===== config.mk =====
export PLATFORM = sky130hd
export DESIGN_NAME = wpl_sqrt
export DESIGN_NICKNAME = d
export VERILOG_FILES = /design/src/sv/wpl_pkg.sv /design/src/sv/wpl_sqrt.sv
export SDC_FILE = /design/constraint.sdc
export NUM_CORES = 2
export LEC_CHECK = 0
export BUFFER_PORTS_ARGS = -buffer_cell sky130_fd_sc_hd__buf_2
export CAP_MARGIN = 15
export CORE_ASPECT_RATIO = 0.6
export CORE_MARGIN = 3
export CORE_UTILIZATION = 32
export CTS_CLUSTER_SIZE = 28
export DETAILED_ROUTE_END_ITERATION = 10
export PLACE_DENSITY_LB_ADDON = 0.05
export SETUP_SLACK_MARGIN = 0.02
export SLEW_MARGIN = 15
export SYNTH_ARGS = -nofsm -noshare
export SYNTH_HDL_FRONTEND = slang
export SYNTH_MEMORY_MAX_BITS = 65536
export SYNTH_SLANG_ARGS = --single-unit
export TNS_END_PERCENT = 30

===== constraint.sdc =====
create_clock -name clk_i -period 4.7 [get_ports clk_i]
set_input_delay 0.94 -clock clk_i [delete_from_list [all_inputs] [get_ports clk_i]]
set_output_delay 0.94 -clock clk_i [all_outputs]
set_load 0.01 [all_outputs]

===== src/sv/wpl_pkg.sv =====
package wpl_pkg;

  localparam int CoordW   = 32;
  localparam int FracBits = 16;
  localparam int CfgIdxW  = 2;

  typedef enum logic [CfgIdxW-1:0] {
    CfgMaxRadius = 2'd0,
    CfgZFloor    = 2'd1,
    CfgZCeiling  = 2'd2
  } cfg_idx_e;

  typedef struct packed {
    logic signed [CoordW-1:0] pos_x;
    logic signed [CoordW-1:0] pos_y;
    logic signed [CoordW-1:0] pos_z;
  } wpl_in_t;

  typedef struct packed {
    logic signed [CoordW-1:0] out_x;
    logic signed [CoordW-1:0] out_y;
    logic signed [CoordW-1:0] out_z;
    logic                     in_bounds;
  } wpl_out_t;

endpackage


===== src/sv/wpl_sqrt.sv =====
module wpl_sqrt #(
  parameter int W = wpl_pkg::CoordW
) (
  input  logic           clk_i,
  input  logic           en_i,
  input  logic [2*W-1:0] rad_i,
  output logic [W-1:0]   root_o
);

  logic [W+1:0]   rem_q  [0:W-1];
  logic [W-1:0]   root_q [0:W-1];
  logic [2*W-1:0] rad_q  [0:W-1];

  for (genvar k = 0; k < W; k++) begin : g_stage
    logic [W+1:0]   rem_in, sh, trial, rem_d;
    logic [W-1:0]   root_in, root_d;
    logic [2*W-1:0] rad_in;
    logic           ge;

    always_comb begin
      if (k == 0) begin
        rem_in  = '0;
        root_in = '0;
        rad_in  = rad_i;
      end else begin
        rem_in  = rem_q[k == 0 ? 0 : k-1];
        root_in = root_q[k == 0 ? 0 : k-1];
        rad_in  = rad_q[k == 0 ? 0 : k-1];
      end
      sh     = {rem_in[W-1:0], rad_in[2*W-1 -: 2]};
      trial  = {root_in, 2'b01};
      ge     = (sh >= trial);
      rem_d  = ge ? (sh - trial) : sh;
      root_d = {root_in[W-2:0], ge};
    end

    always_ff @(posedge clk_i) begin
      if (en_i) begin
        rem_q[k]  <= rem_d;
        root_q[k] <= root_d;
        rad_q[k]  <= {rad_in[2*W-3:0], 2'b00};
      end
    end
  end

  assign root_o = root_q[W-1];

endmodule


# == Yosys cells after proc, flatten, opt, wreduce, memory -nomap -nowiden ==
# Memories as Yosys holds them, arrays and structs flattened.
# Cells that the tools add are included.
# word_totals
regBits,0
ramBits,4096
inputBits,66
output_inout_bits,32
word_cells,101
memories,3
# op_classes
addsub,32
order_cmp,32
n_mux,34
# mem_list
name,depth,word_bits,rd,rd_clocked_by_memory_dff,write_ports,line,text
rad_q,32,62,31,0,32,wpl_sqrt.sv:12,logic [2*W-1:0] rad_q [0:W-1];
rem_q,32,34,31,0,32,wpl_sqrt.sv:10,logic [W+1:0] rem_q [0:W-1];
root_q,32,32,32,0,32,wpl_sqrt.sv:11,logic [W-1:0] root_q [0:W-1];
# ops
op,n
34-bit 2-to-1 mux,32
34-bit >= comparator,31
34-bit subtractor,31
2-bit by 1-bit subtractor with 3-bit output (second input constant),1
2-bit by 1-bit >= comparator with 1-bit output (second input constant),1
1-bit 2-to-1 mux,2

# == Logic depth before layout (Yosys ltp) ==
# An unclocked memory read counts as a cell.
# logic_depth
depth_word,3
mapped_depth,14
ltp_nobuf,12

# == Worst setup path before layout ==
# Ideal clock, no wire load.
# synth_path
path_kind,register to register
start,memory rem_q[29][9] in the netlist's numbering
end,"memory rem_q[30][18] in the netlist's numbering, data pin"
setup_time_ns,0.260
arrival_ns,3.115
required_ns,4.440
setup_slack_ns,1.325
path_stages_with_launch,12
path_buffers,2
synth_period_minus_slack_ns,3.375
path_cell_list,edfxtp_1 > ha_1 > clkbuf_1 > a211oi_1 > o21ai_0 > nand3_1 > a31oi_1 > a41o_1 > a21oi_1 > a22oi_1 > clkbuf_1 > mux2_2
# synth_lines
item,line
"start, declared",wpl_sqrt.sv:10

==> qor.yml <==
grt_pass1_vias: 67100
ys.flop_type: "edfxtp_1"
regArea_um2: 74000
h-tree-depth: 5
dieArea_um2: 367000
outcome: "finished, final reports clean"
worstHoldStart: "rad_i[53]"
postSynth.asyncResetShare: 0
dpl_cell_area_um2: 122000
rr_startpoint: "rem_q[22][0]"
fillers: 34000
synth_top_area_frac: 0.644
worstHoldPathType: "in -> reg"
place_congestion: 0.861
nNetsFinal: 9786
ios: 98
post-route-period-util: 0.921
crit_type: "reg -> reg"
area_delta_synth_final_pct: 13.9
post-route-drc-count: 0
maxCapViolations: 0
hpwlAfterDp_mm: 223
yosysUniqueCellTypes: 92
cts_setup_buffers: 0
multiInputGateArea_um2: 37600
insertion_delay_ns: 0.88
fin_skew_ns: 0.0404
fin_area_um2: 131000
synthCells: 8854
rsz0062_at_grt: "no"
numCtsBuffers: 269
via_per_inst: 4.98
worst_setup_path_end_kind: "flip-flop"
cts-root-buf: "clkbuf_16"
synthTopCellsByCount: "2465 x edfxtp_1, 699 x inv_1, 638 x nand2_1"
portBuffers: 97
hold_buffers: 0
cts_resized: 0
grt_max_degree: 120
period_needed_ns: 4.33
synth_area_leader_cell: "edfxtp_1"
synth_fp_nets: 9481
grt_usage: 0.162
worst_pin_slew_ns: 1.15
p_leak_nw: 49.1
power.density_cell_area_nw_per_um2: 509
clock_path_buffers: 4
syn_avg_cell_area_um2: 13.0
ys_warn_count: 0
slew_viol_final: 0
antenna_left: 0
die_height_um: 470
antenna_found_initial: 29
cp_data_arrival_time_ns: 4.92
synth_edf_count: 2465
report.final.hold_viol_count: 0
final-setup-viol-count: 0
vdd_drop_max_uv: 308
relSlewSlack: 0.227
start_kind: "flip-flop"
yosysMostFrequentCell: "edfxtp_1"
row_count: 169
grt_pass1_wl_mm: 451
core_area_um2: 355000
path_max_fanout: 34
cp-startpoint: "rem_q[22][0]"
clkTransAtPathRegs_ns: 0.06
drive_above_1_share: 0.0831
vias: 70500
timing.fmax_mhz: 231
ys_seq_area_frac: 0.644
cts_tree: "done"
drt_pass1_iterations: 5
synth-seq-cells: 2465
netlist_top_cells_area: "edfxtp_1 64%, ha_1 6.1%, xnor2_1 3.0%"
grt-ovfl-total: 0
wl_mm: 304
fin_tns_setup_ns: 0
start_util: 0.323
drt_iter0_markers: 6286
post_drt_wl_per_cell_um: 21.4
die_x_um: 780
cts_sinks: 2465
cp_data_required_time_ns: 5.29
syn_area_um2: 115000
cells by family (layout without fill, tap and decap cells):
group,after synthesis,after routing,synth area share
fa+ha+maj,561,561,0.0611
other cells,1,24,0.0000326
flops,2465,2465,0.644
mux,102,102,0.0100
simple gates,2256,2256,0.0974
xor+xnor,789,789,0.0602
buf+inv,893,1394,0.0296
compound gates,1787,1787,0.0975
area by class of cell:
type	instances	area share
clock inverters	137	0.0117
inverters	701	0.0201
diodes	23	0.000440
well taps	4788	0.0458
repair buffers	226	0.0142
multi-input cells	5496	0.288
clock buffers	330	0.0546
flip-flops and latches	2465	0.566
routing by layer:
layer  GRT usage  up-vias  part of all wire
li1            -    33600                 -
met1       0.293    34600              0.58
met2       0.177     1975              0.32
met3      0.0410      372             0.076
met4      0.0322       12             0.019
met5           0        -           0.00029
critical path, cell delays in order, from the launching register on:
cell and delay, ns:
edfxtp_1 0.39, ha_1 0.54, nor2b_1 0.25, o31a_1 0.30, o21ai_0 0.39, and3_1 0.34, o31ai_1 0.14, buf_4 0.18
o31ai_1 0.67, nand3_1 0.27, buf_12 0.24, mux2_2 0.29
report_power, final:
part	total, mW	leakage (nW)	internal [mW]	switching, mW
clock network	21.5	4.23	12.6	8.91
logic	14.7	21.2	6.00	8.71
registers	30.5	23.7	28.0	2.46
total	66.7	49.1	46.6	20.1
state kept, by name, indices dropped and copies added, names as in the netlist:
register  flops
rad_q       992
rem_q       945
root_q      528
metrics by stage:
step | hold slack, ns | setup WS (ns) | total power, mW | std cells | util
6_report | 0.228 | 0.370 | 66.7 | 14200 | 0.368
5_1_grt | 0.156 | 0.308 | 70.4 | 14100 | 0.368
4_1_cts | 0.126 | 0.609 | 67.5 | 14100 | 0.368
3_5_place_dp | 0.405 | 0.621 | 45.3 | 13700 | 0.344
3_3_place_gp | 0.400 | 0.681 | 45.4 | 13700 | 0.344
2_1_floorplan | 0.400 | 1.33 | 39.8 | 8854 | -
cells in the final DEF, fill, tap and decap left out, drive strengths merged, types with 19 or more instances in the layout:
cell type and instances:
buf 226, o21a 98, nand4 109, nor3 234, o31ai 61, o211ai 32, nor2b 80, inv 710
a21o 242, nor4 114, a31oi 50, o21ai 502, xor2 390, ha 561, or3 87, clkinv 89
nor4b 20, edfxtp 2465, nand3 152, and3 51, a21oi 479, clkbuf 330, or4 46, diode 23
a21boi 19, mux2 95, nor2 478, nand3b 19, bufinv 32, a211oi 54, xnor2 399, nand4b 19
or2 36, nand2 638, and2 28, a211o 19, and4 19, o21bai 45, nand2b 93
worst paths after layout:
path	endpoint	slack, ns	depth (start not counted)
setup / recovery	rem_q[23][5]	0.37	11
hold / removal	rad_q[0][53]	0.23	1
setup reg to reg	rem_q[23][5]	0.37	11
hold reg to reg	rad_q[9][57]	0.40	0
Note: power is estimated with default switching activity, not from simulation.
